<file path="config.mk">
export PLATFORM = sky130hd
export DESIGN_NAME = stereo_requantizer_noise_stats_core
export DESIGN_NICKNAME = d
export VERILOG_FILES = /design/src/srq_pkg.sv /design/src/stereo_requantizer_noise_stats_core.sv /design/src/srq_queue.sv /design/src/srq_front.sv /design/src/srq_back.sv
export SDC_FILE = /design/constraint.sdc
export NUM_CORES = 2
export LEC_CHECK = 0
export ABC_AREA = 1
export BUFFER_PORTS_ARGS = -buffer_cell sky130_fd_sc_hd__clkbuf_2
export CORE_MARGIN = 10
export CORE_UTILIZATION = 57
export DETAILED_ROUTE_END_ITERATION = 8
export GPL_TIMING_DRIVEN = 0
export PLACE_DENSITY = 0.78
export SYNTH_ARGS = -nofsm -noshare
export SYNTH_HDL_FRONTEND = slang
export SYNTH_HIERARCHICAL = 1
export SYNTH_SLANG_ARGS = --single-unit
</file>
<file path="constraint.sdc">
create_clock -name i_clk -period 6.8 [get_ports i_clk]
set_input_delay 0.68 -clock i_clk [delete_from_list [all_inputs] [get_ports i_clk]]
set_output_delay 0.68 -clock i_clk [all_outputs]
set_load 0.02 [all_outputs]
</file>
<file path="src/srq_pkg.sv">
// Shared constants, types and helpers of the stereo requantizer.
package srq_pkg;

    localparam int SAMPLE_BITS = 16;
    localparam int DROP_W      = 4;
    localparam int ERR_W       = SAMPLE_BITS - 1;
    localparam int MAG_W       = SAMPLE_BITS;
    localparam int SQ_W        = 2 * SAMPLE_BITS;
    localparam int SUM_W       = 63;
    localparam int QDEPTH      = 4;
    localparam int QPTR_W      = $clog2(QDEPTH);
    localparam int QCNT_W      = $clog2(QDEPTH + 1);
    localparam int APB_ADDR_W  = 2;
    localparam int APB_DATA_W  = 32;

    localparam logic [APB_ADDR_W-1:0] ADDR_DROP_BITS = 2'd0;

    typedef struct packed {
        logic [SAMPLE_BITS-1:0] reduced;
        logic [ERR_W-1:0]       err;
        logic [MAG_W-1:0]       mag;
    } t_chan;

    typedef struct packed {
        t_chan left;
        t_chan right;
    } t_item;

    typedef struct packed {
        logic full;
        logic empty;
    } t_queue_status;

    // Mask of the sample bits cleared for a given drop count.
    function automatic logic [SAMPLE_BITS-1:0] srq_mask(input logic [DROP_W-1:0] drop);
        logic [DROP_W-1:0] n;
        n = drop;
        if (32'(drop) > SAMPLE_BITS - 1) begin
            n = DROP_W'(SAMPLE_BITS - 1);
        end
        return ~({SAMPLE_BITS{1'b1}} << n);
    endfunction

endpackage

</file>
<file path="src/stereo_requantizer_noise_stats_core.sv">
// Top level of the stereo requantizer with quantization noise statistics.
// The block takes one stereo frame per cycle and returns one result per frame,
// carrying both truncated samples and the running peak error and saturating
// signal and noise energy sums of each channel. An accepted frame goes into the
// four-entry frame queue between the front and the back part, then the square
// stage and the result register; the queue keeps input accepted while a result
// waits, and input stalls only when it is full. The drop_bits register sits at
// byte address 0. Write it only while no frame is in flight; not enforced here.
module stereo_requantizer_noise_stats_core import srq_pkg::*; (
    input  logic                          i_clk,
    input  logic                          i_rst_n,
    input  logic                          psel,
    input  logic                          penable,
    input  logic                          pwrite,
    input  logic [APB_ADDR_W-1:0]         paddr,
    input  logic [APB_DATA_W-1:0]         pwdata,
    output logic [APB_DATA_W-1:0]         prdata,
    output logic                          pready,
    input  logic                          i_in_valid,
    output logic                          o_in_stall,
    input  logic signed [SAMPLE_BITS-1:0] i_left_sample,
    input  logic signed [SAMPLE_BITS-1:0] i_right_sample,
    output logic                          o_out_valid,
    input  logic                          i_out_stall,
    output logic signed [SAMPLE_BITS-1:0] o_left_reduced,
    output logic signed [SAMPLE_BITS-1:0] o_right_reduced,
    output logic [ERR_W-1:0]              o_left_peak_error,
    output logic [ERR_W-1:0]              o_right_peak_error,
    output logic [SUM_W-1:0]              o_left_signal_energy,
    output logic [SUM_W-1:0]              o_left_noise_energy,
    output logic [SUM_W-1:0]              o_right_signal_energy,
    output logic [SUM_W-1:0]              o_right_noise_energy
);

    logic [DROP_W-1:0] r_drop_bits;
    logic              push;
    logic              pop;
    t_item             front_item;
    t_item             queue_item;
    t_queue_status     q_status;

    assign pready = 1'b1;
    assign prdata = (paddr == ADDR_DROP_BITS) ? APB_DATA_W'(r_drop_bits) : '0;

    always_ff @(posedge i_clk) begin
        if (!i_rst_n) begin
            r_drop_bits <= '0;
        end else if (psel && penable && pwrite && pready) begin
            r_drop_bits <= pwdata[DROP_W-1:0];
        end
    end

    srq_front u_front (
        .i_in_valid    (i_in_valid),
        .o_in_stall    (o_in_stall),
        .i_left_sample (i_left_sample),
        .i_right_sample(i_right_sample),
        .i_drop_bits   (r_drop_bits),
        .i_q_status    (q_status),
        .o_push        (push),
        .o_item        (front_item)
    );

    srq_queue u_queue (
        .i_clk   (i_clk),
        .i_rst_n (i_rst_n),
        .i_push  (push),
        .i_data  (front_item),
        .i_pop   (pop),
        .o_data  (queue_item),
        .o_status(q_status)
    );

    srq_back u_back (
        .i_clk                (i_clk),
        .i_rst_n              (i_rst_n),
        .i_item               (queue_item),
        .i_q_status           (q_status),
        .o_pop                (pop),
        .o_out_valid          (o_out_valid),
        .i_out_stall          (i_out_stall),
        .o_left_reduced       (o_left_reduced),
        .o_right_reduced      (o_right_reduced),
        .o_left_peak_error    (o_left_peak_error),
        .o_right_peak_error   (o_right_peak_error),
        .o_left_signal_energy (o_left_signal_energy),
        .o_left_noise_energy  (o_left_noise_energy),
        .o_right_signal_energy(o_right_signal_energy),
        .o_right_noise_energy (o_right_noise_energy)
    );

    a_reduced_low_clear: assert property (@(posedge i_clk) disable iff (!i_rst_n)
        o_out_valid |-> ((($unsigned(o_left_reduced) | $unsigned(o_right_reduced))
                          & srq_mask(r_drop_bits)) == '0))
        else $error("reduced sample has cleared bits set");

    a_stats_hold: assert property (@(posedge i_clk) disable iff (!i_rst_n)
        o_out_valid && i_out_stall |=> $stable(o_left_signal_energy)
            && $stable(o_right_noise_energy) && $stable(o_left_peak_error))
        else $error("statistics changed while item was held");

    a_peak_monotonic: assert property (@(posedge i_clk) disable iff (!i_rst_n)
        $past(i_rst_n) |-> (o_left_peak_error >= $past(o_left_peak_error))
            && (o_right_peak_error >= $past(o_right_peak_error)))
        else $error("peak error decreased");

endmodule

</file>
<file path="src/srq_queue.sv">
// Small FIFO of classified frames between the front and the back part.
module srq_queue import srq_pkg::*; (
    input  logic          i_clk,
    input  logic          i_rst_n,
    input  logic          i_push,
    input  t_item         i_data,
    input  logic          i_pop,
    output t_item         o_data,
    output t_queue_status o_status
);

    t_item              r_mem [QDEPTH];
    logic [QPTR_W-1:0]  r_wr_ptr;
    logic [QPTR_W-1:0]  r_rd_ptr;
    logic [QCNT_W-1:0]  r_count;
    logic               push_ok;
    logic               pop_ok;

    assign o_status.full  = (r_count == QCNT_W'(QDEPTH));
    assign o_status.empty = (r_count == '0);
    assign push_ok        = i_push && !o_status.full;
    assign pop_ok         = i_pop && !o_status.empty;
    assign o_data         = r_mem[r_rd_ptr];

    always_ff @(posedge i_clk) begin
        if (push_ok) begin
            r_mem[r_wr_ptr] <= i_data;
        end
    end

    always_ff @(posedge i_clk) begin
        if (!i_rst_n) begin
            r_wr_ptr <= '0;
            r_rd_ptr <= '0;
            r_count  <= '0;
        end else begin
            if (push_ok) begin
                r_wr_ptr <= r_wr_ptr + 1'b1;
            end
            if (pop_ok) begin
                r_rd_ptr <= r_rd_ptr + 1'b1;
            end
            case ({push_ok, pop_ok})
                2'b10:   r_count <= r_count + 1'b1;
                2'b01:   r_count <= r_count - 1'b1;
                default: r_count <= r_count;
            endcase
        end
    end

endmodule

</file>
<file path="src/srq_front.sv">
// Front part: accepts frames, truncates samples and splits off error and magnitude.
module srq_front import srq_pkg::*; (
    input  logic                          i_in_valid,
    output logic                          o_in_stall,
    input  logic signed [SAMPLE_BITS-1:0] i_left_sample,
    input  logic signed [SAMPLE_BITS-1:0] i_right_sample,
    input  logic [DROP_W-1:0]             i_drop_bits,
    input  t_queue_status                 i_q_status,
    output logic                          o_push,
    output t_item                         o_item
);

    logic [SAMPLE_BITS-1:0] mask;

    function automatic t_chan classify(input logic [SAMPLE_BITS-1:0] u,
                                       input logic [SAMPLE_BITS-1:0] m);
        t_chan c;
        logic [SAMPLE_BITS-1:0] e;
        e         = u & m;
        c.reduced = u & ~m;
        c.err     = e[ERR_W-1:0];
        c.mag     = u[SAMPLE_BITS-1] ? MAG_W'(~u + 1'b1) : MAG_W'(u);
        return c;
    endfunction

    assign mask         = srq_mask(i_drop_bits);
    assign o_in_stall   = i_q_status.full;
    assign o_push       = i_in_valid && !i_q_status.full;
    assign o_item.left  = classify($unsigned(i_left_sample), mask);
    assign o_item.right = classify($unsigned(i_right_sample), mask);

endmodule

</file>
<file path="src/srq_back.sv">
// Back part: squares, saturating energy sums, peak tracking and the result register.
module srq_back import srq_pkg::*; (
    input  logic                          i_clk,
    input  logic                          i_rst_n,
    input  t_item                         i_item,
    input  t_queue_status                 i_q_status,
    output logic                          o_pop,
    output logic                          o_out_valid,
    input  logic                          i_out_stall,
    output logic signed [SAMPLE_BITS-1:0] o_left_reduced,
    output logic signed [SAMPLE_BITS-1:0] o_right_reduced,
    output logic [ERR_W-1:0]              o_left_peak_error,
    output logic [ERR_W-1:0]              o_right_peak_error,
    output logic [SUM_W-1:0]              o_left_signal_energy,
    output logic [SUM_W-1:0]              o_left_noise_energy,
    output logic [SUM_W-1:0]              o_right_signal_energy,
    output logic [SUM_W-1:0]              o_right_noise_energy
);

    logic                   advance;
    logic                   r_s1_valid;
    t_item                  r_s1_item;
    logic [SQ_W-1:0]        r_sq_sig_l;
    logic [SQ_W-1:0]        r_sq_sig_r;
    logic [SQ_W-1:0]        r_sq_err_l;
    logic [SQ_W-1:0]        r_sq_err_r;
    logic                   r_out_valid;
    logic [SAMPLE_BITS-1:0] r_red_l;
    logic [SAMPLE_BITS-1:0] r_red_r;
    logic [ERR_W-1:0]       r_peak_l;
    logic [ERR_W-1:0]       r_peak_r;
    logic [SUM_W-1:0]       r_sig_l;
    logic [SUM_W-1:0]       r_sig_r;
    logic [SUM_W-1:0]       r_noise_l;
    logic [SUM_W-1:0]       r_noise_r;

    function automatic logic [SUM_W-1:0] sat_add(input logic [SUM_W-1:0] sum,
                                                 input logic [SQ_W-1:0]  add);
        logic [SUM_W:0] s;
        s = {1'b0, sum} + (SUM_W + 1)'(add);
        return s[SUM_W] ? {SUM_W{1'b1}} : s[SUM_W-1:0];
    endfunction

    assign advance = !r_out_valid || !i_out_stall;
    assign o_pop   = advance && !i_q_status.empty;

    always_ff @(posedge i_clk) begin
        if (advance) begin
            r_s1_item  <= i_item;
            r_sq_sig_l <= SQ_W'(i_item.left.mag) * SQ_W'(i_item.left.mag);
            r_sq_sig_r <= SQ_W'(i_item.right.mag) * SQ_W'(i_item.right.mag);
            r_sq_err_l <= SQ_W'(i_item.left.err) * SQ_W'(i_item.left.err);
            r_sq_err_r <= SQ_W'(i_item.right.err) * SQ_W'(i_item.right.err);
        end
        if (advance && r_s1_valid) begin
            r_red_l <= r_s1_item.left.reduced;
            r_red_r <= r_s1_item.right.reduced;
        end
    end

    always_ff @(posedge i_clk) begin
        if (!i_rst_n) begin
            r_s1_valid  <= 1'b0;
            r_out_valid <= 1'b0;
            r_peak_l    <= '0;
            r_peak_r    <= '0;
            r_sig_l     <= '0;
            r_sig_r     <= '0;
            r_noise_l   <= '0;
            r_noise_r   <= '0;
        end else if (advance) begin
            r_s1_valid  <= !i_q_status.empty;
            r_out_valid <= r_s1_valid;
            if (r_s1_valid) begin
                if (r_s1_item.left.err > r_peak_l) begin
                    r_peak_l <= r_s1_item.left.err;
                end
                if (r_s1_item.right.err > r_peak_r) begin
                    r_peak_r <= r_s1_item.right.err;
                end
                r_sig_l   <= sat_add(r_sig_l, r_sq_sig_l);
                r_sig_r   <= sat_add(r_sig_r, r_sq_sig_r);
                r_noise_l <= sat_add(r_noise_l, r_sq_err_l);
                r_noise_r <= sat_add(r_noise_r, r_sq_err_r);
            end
        end
    end

    assign o_out_valid           = r_out_valid;
    assign o_left_reduced        = $signed(r_red_l);
    assign o_right_reduced       = $signed(r_red_r);
    assign o_left_peak_error     = r_peak_l;
    assign o_right_peak_error    = r_peak_r;
    assign o_left_signal_energy  = r_sig_l;
    assign o_left_noise_energy   = r_noise_l;
    assign o_right_signal_energy = r_sig_r;
    assign o_right_noise_energy  = r_noise_r;

endmodule
</file>
* Yosys cells after proc, flatten, opt, wreduce, memory -nomap -nowiden
Memory sizes are Yosys's and may differ from the RTL's. A register that Yosys moved wholly into a read port is not among the register bits.
Cells that the tools add are included.
** Operators by class
- Shifts and indexed selects :: 1
- Multiply operators :: 4
- Mux-type cells :: 12
- Equality and inequality tests :: 3
- Bitwise operators :: 8
- Magnitude comparators :: 2
- Add/sub/neg operators :: 10
- Reduce and logical (&&, ||, !) cells :: 18
** Operators by type and width (count)
- 63-bit 2-to-1 mux :: 4
- 63-bit by 30-bit adder with 64-bit output :: 2
- 63-bit by 32-bit adder with 64-bit output :: 2
- 16-bit by 16-bit multiplier with 32-bit output :: 2
- 16-bit NOT :: 4
- 15-bit by 15-bit multiplier with 30-bit output :: 2
- 16-bit by 1-bit adder with 16-bit output, second input constant :: 2
- 16-bit bitwise AND :: 2
- 16-bit 2-to-1 mux :: 2
- 15-bit bitwise AND :: 2
- 15-bit greater-than comparator :: 2
- 16-bit by 4-bit << shifter with 16-bit output, first input constant :: 1
- 1-bit logical AND :: 7
- 3-bit case mux with 2 select lines :: 1
- 3-bit AND reduction :: 2
- 2-bit by 1-bit adder with 2-bit output, second input constant :: 2
- 1-bit zero test :: 4
- 2-bit 2-to-1 mux :: 2
- 4-bit 2-to-1 mux :: 1
- 3-bit by 1-bit adder with 3-bit output, second input constant :: 1
- 3-bit equality test, second input constant :: 1
- 3-bit zero test :: 1
- 3-bit by 1-bit subtractor with 3-bit output, second input constant :: 1
- 2-bit by 1-bit equality test with 1-bit output, second input constant :: 1
- 6 further kinds :: 7
** Word-level totals
- Bits in writable memories :: 376
- Output and inout port bits :: 349
- Bits of input ports :: 73
- Memories :: 1
- Word-level logic and storage cells :: 81
- Register bits :: 513
** Memories
- u_queue.r_mem :: depth 4, bits a word 94, read ports 1, clocked after memory_dff 1, wr ports 1, line srq_queue.sv:12 : t_item r_mem [QDEPTH];

* Logic depth before layout (Yosys ltp)
- Depth after elaboration :: 6
- Mapped depth :: 34
- Mapped depth without buffers :: 28

* Hierarchy
Netlist, hierarchy kept.
** Modules (own cells, without submodules)
- srq_back :: area an instance 59588.4 um^2, times used 1, cells an instance 8289, seq. area each 12051.6 um^2
- srq_queue :: area an instance 14385.0 um^2, times used 1, cells an instance 979, seq. area each 11471.0 um^2
- srq_front :: area an instance 1285.0 um^2, times used 1, cells an instance 276, seq. area each 0.0 um^2
- stereo_requantizer_noise_stats_core :: area an instance 419.2 um^2, times used 1, cells an instance 61, seq. area each 80.1 um^2

* Worst setup path after synthesis
OpenSTA, ideal clock, no wires.
- Kind :: input -> register
- Start point :: in i_out_stall
- End point :: reg u_back.r_red_l[0], in the netlist u_back/o_left_reduced[0], enable pin
- Library setup time :: 377 ps
- Arrival :: 6635 ps
- Data required time :: 6423 ps
- Path buffers :: 4
- Slack :: -213 ps
- Cell stages on the path :: 7
- Cells stage by stage :: nand2_1 -> nand2_1 -> inv_1 -> buf_4 -> buf_2 -> buf_2 -> buf_2
** On the way
- Cells in the longest elaborated chain, start to end :: 3
** RTL lines
- from (decl) :: line stereo_requantizer_noise_stats_core.sv:24 : input logic i_out_stall,
- 1-bit zero test :: line srq_back.sv:44 : assign advance = !r_out_valid || !i_out_stall;
- 1-bit logical OR :: line srq_back.sv:44
- 1-bit logical AND :: line srq_back.sv:55 : if (advance && r_s1_valid) begin
- to (signal assigned) :: line srq_back.sv:56 : r_red_l <= r_s1_item.left.reduced;
- to (decl) :: line srq_back.sv:28 : logic [SAMPLE_BITS-1:0] r_red_l;
No other way between the ends.
A chain may end at the register's enable or synchronous reset.

==> impl_metrics.yaml <==
worst_setup_path:
  worst_setup_path_end_kind: "flop"
  slowest_delay_ns: 0.51
  crit_type: "reg -> reg"
  crit_top_cell: "fa_1"
  cp_data_required_time_ns: 7.36
  cp_max_fo: 10
  crit_path_top_delay_cell: "fa_1"
  cp-start-kind: "flop"
  arrival_ns: 7.28
  reg2regPathDepth: 28
hold_path:
  min_path_cells: 3
  holdCritPathClass: "in -> reg"
routing:
  wirelength_microns: 256000
  drt_iter0_markers: 7297
  dr.pass1.iters: 6
  route.detailed.drc: 0
  num_vias: 67300
  wire_per_inst_microns: 21.2
  via_per_inst: 5.58
  drtAntennaViolNets: 0
layout:
  mostFrequentLayoutCell: "nand2_1"
  final_cell_mix: "2276 x nand2_1, 2014 x inv_1, 868 x nor2_1"
  utilization_pct: 66.3
  n_fill_cell: 10800
  nets: 11400
  drive_above_1_share_pct: 12.7
  area_growth_pct: 15.3
cts:
  cts_max_level: 3
  cts.sinks: 885
  clk_latency_ns: 0.76
  cts.path.max_buffers: 3
  holdBufCountCts: 0
  cts_root_buf: "clkbuf_16"
  path_clk_slew_ns: 0.07
  cts_tree: "built"
  cts_made_buffers: 96
run_status:
  status: "completed"
synthesis:
  ys_ff_latch: 885
  async_flop_share_pct: 0
  synth_edf_count: 588
  syn_area_per_cell_sq_um: 7.88
  synth_top_cell_area_share_pct: 23.3
  synthCells: 9605
  synth_area_sq_mm: 0.0757
  ys_warn_count: 6
  synth_top_cells_by_area: "edfxtp_1 23%, fa_1 16%, nand2_1 11%"
  ys_seq_area_share_pct: 31.2
  synth_cell_types: 59
  synth_area_leader_cell: "edfxtp_1"
  synth_ff_type: "edfxtp_1"
timing:
  setup_viol: 0
  worst_pin_slew_ns: 1.43
  hold_ws_ns: 0.175
  fmax_mhz: 149
  period_needed_ns: 6.72
  layout_setup_ws_ns: 0.0807
  fin_tns_setup_ns: 0
  finalCritPeriodShare_pct: 98.8
  slew_violations: 0
  max_slew_margin_pct: 4.60
  hold_viol_final: 0
  rsz0062_at_grt: "yes"
  fin_skew_ns: 0.0730
global_route:
  grtUsageTotal_pct: 33.4
  grt_pass1_vias: 65900
  grt_pass1_wl_microns: 383000
  antenna_found_initial: 6
  grt_max_degree: 108
  grt_overflow: 0
floorplanning:
  rows: 133
  initial_core_util_pct: 57.5
  coreArea_sq_mm: 0.132
  fp.dieW_microns: 384
  fp.dieH_microns: 384
  dieArea_sq_mm: 0.148
  ioPinCount: 422
placed_design:
  gp_congestion: 1.02
  dpl_worst_slack_ns: -1.36
  hpwl_microns: 198000
  port_buffers: 364
flow_run:
  cap_viol_max_count: 0
-- critical path, delay by kind of cell (launching register included) --
kind            cells  cell delay [ns]
xor+xnor            1             0.18
simple gates        7             0.91
flops               1             0.34
fa+ha+maj           7             3.27
compound gates      1             0.28
buf+inv            12             1.50
-- synth_stat cells, types with 4 or more instances --
library cell	instances
buf_6	21
nand3_2	25
o211ai_1	5
nand2_1	2303
o22ai_1	94
and2_1	5
inv_2	26
or2_2	19
a31oi_1	56
a21oi_1	290
nand2_2	12
a21boi_0	6
nor4_1	34
o21ai_1	47
buf_1	10
nor2_2	21
o21ai_0	398
ha_1	547
nand4_1	80
nand3b_1	43
nor3_1	97
xnor2_1	76
dfxtp_1	297
edfxtp_1	588
a211oi_1	4
inv_1	2018
and3_1	4
o21a_1	5
fa_1	599
xor2_1	171
nand3_1	452
buf_4	42
a21o_1	17
clkbuf_1	171
o21bai_1	20
buf_2	43
o21ai_2	4
nor2_1	919
-- layout make-up --
type                            count  area, sq um  share of cell area, %
Multi-Input combinational cell   6411        44800                   51.3
Sequential cell                   885        23600                   27.1
Inverter                         2048         7700                   8.83
Timing Repair Buffer              507         3210                   3.68
Clock buffer                      104         2450                   2.81
Tap cell                         1755         2200                   2.52
Buffer                            280         2170                   2.49
Clock inverter                     78         1100                   1.27
Timing Repair inverter              1         8.76                 0.0100
Antenna cell                        2         5.00                0.00574
-- cell families after synthesis --
group                      share of synthesized area (%)
AOI/OAI and AO/OA                                   6.89
xor gates and xnor gates                            2.86
adders and majority gates                           24.9
buffers and inverters                               12.1
DFF                                                 31.2
muxes                                             0.0265
other                                            0.00992
and+or+nand+nor                                     22.0
-- through the flow --
step,instance area (sq um),cells
6_report,87200,12100
5_1_grt,87200,12100
4_1_cts,85600,12000
3_5_place_dp,80100,11800
3_3_place_gp,79800,11800
2_1_floorplan,75800,9632
-- per-layer routing --
| metal | track usage [%] | wire [microns] | vias up |
|---|---|---|---|
| met1 | 43.1 | 101000 | 32100 |
| met2 | 53.5 | 116000 | 3425 |
| met3 | 7.14 | 25600 | 624 |
| met5 | 0 | 23 | - |
| met4 | 16.0 | 13800 | 4 |
| li1 | - | - | 31200 |
-- worst paths after layout --
path / from / to / slack (ns)
max reg2reg: flop / u_back/r_sq_err_r[24] / 0.08
max: flop / u_back/r_sq_err_r[24] / 0.08
min reg2reg: u_back/r_s1_item[31] / u_back/o_right_reduced[0] / 0.42
min: pwdata[2] / r_drop_bits[2] / 0.17
-- registers in the layout (all words and copies together) (netlist names), named ones only --
register,cells
u_queue/r_mem,376
u_back/o_right_noise_energy,63
u_back/o_right_peak_error,15
u_back/r_sq_sig_l,31
u_back/r_s1_valid,1
u_queue/r_count,3
u_back/o_left_signal_energy,63
u_back/r_sq_err_l,28
u_back/r_sq_err_r,28
u_queue/r_rd_ptr,2
u_queue/r_wr_ptr,2
u_back/r_sq_sig_r,31
r_drop_bits,4
u_back/o_left_noise_energy,63
u_back/o_out_valid,1
u_back/o_left_reduced,16
u_back/o_right_signal_energy,63
u_back/o_right_reduced,16
u_back/r_s1_item,62
u_back/o_left_peak_error,15
-- timing repair --
item / CTS / global route
gates resized for setup: 406 / 413
pin swaps: 43 / 89
gates cloned: 1 / 4
setup endpoints to repair: 88 / 69
setup buffers: 54 / 72
Power is not shown: default switching activity piles up to over one toggle a cycle in this logic, so the estimate is an artifact.
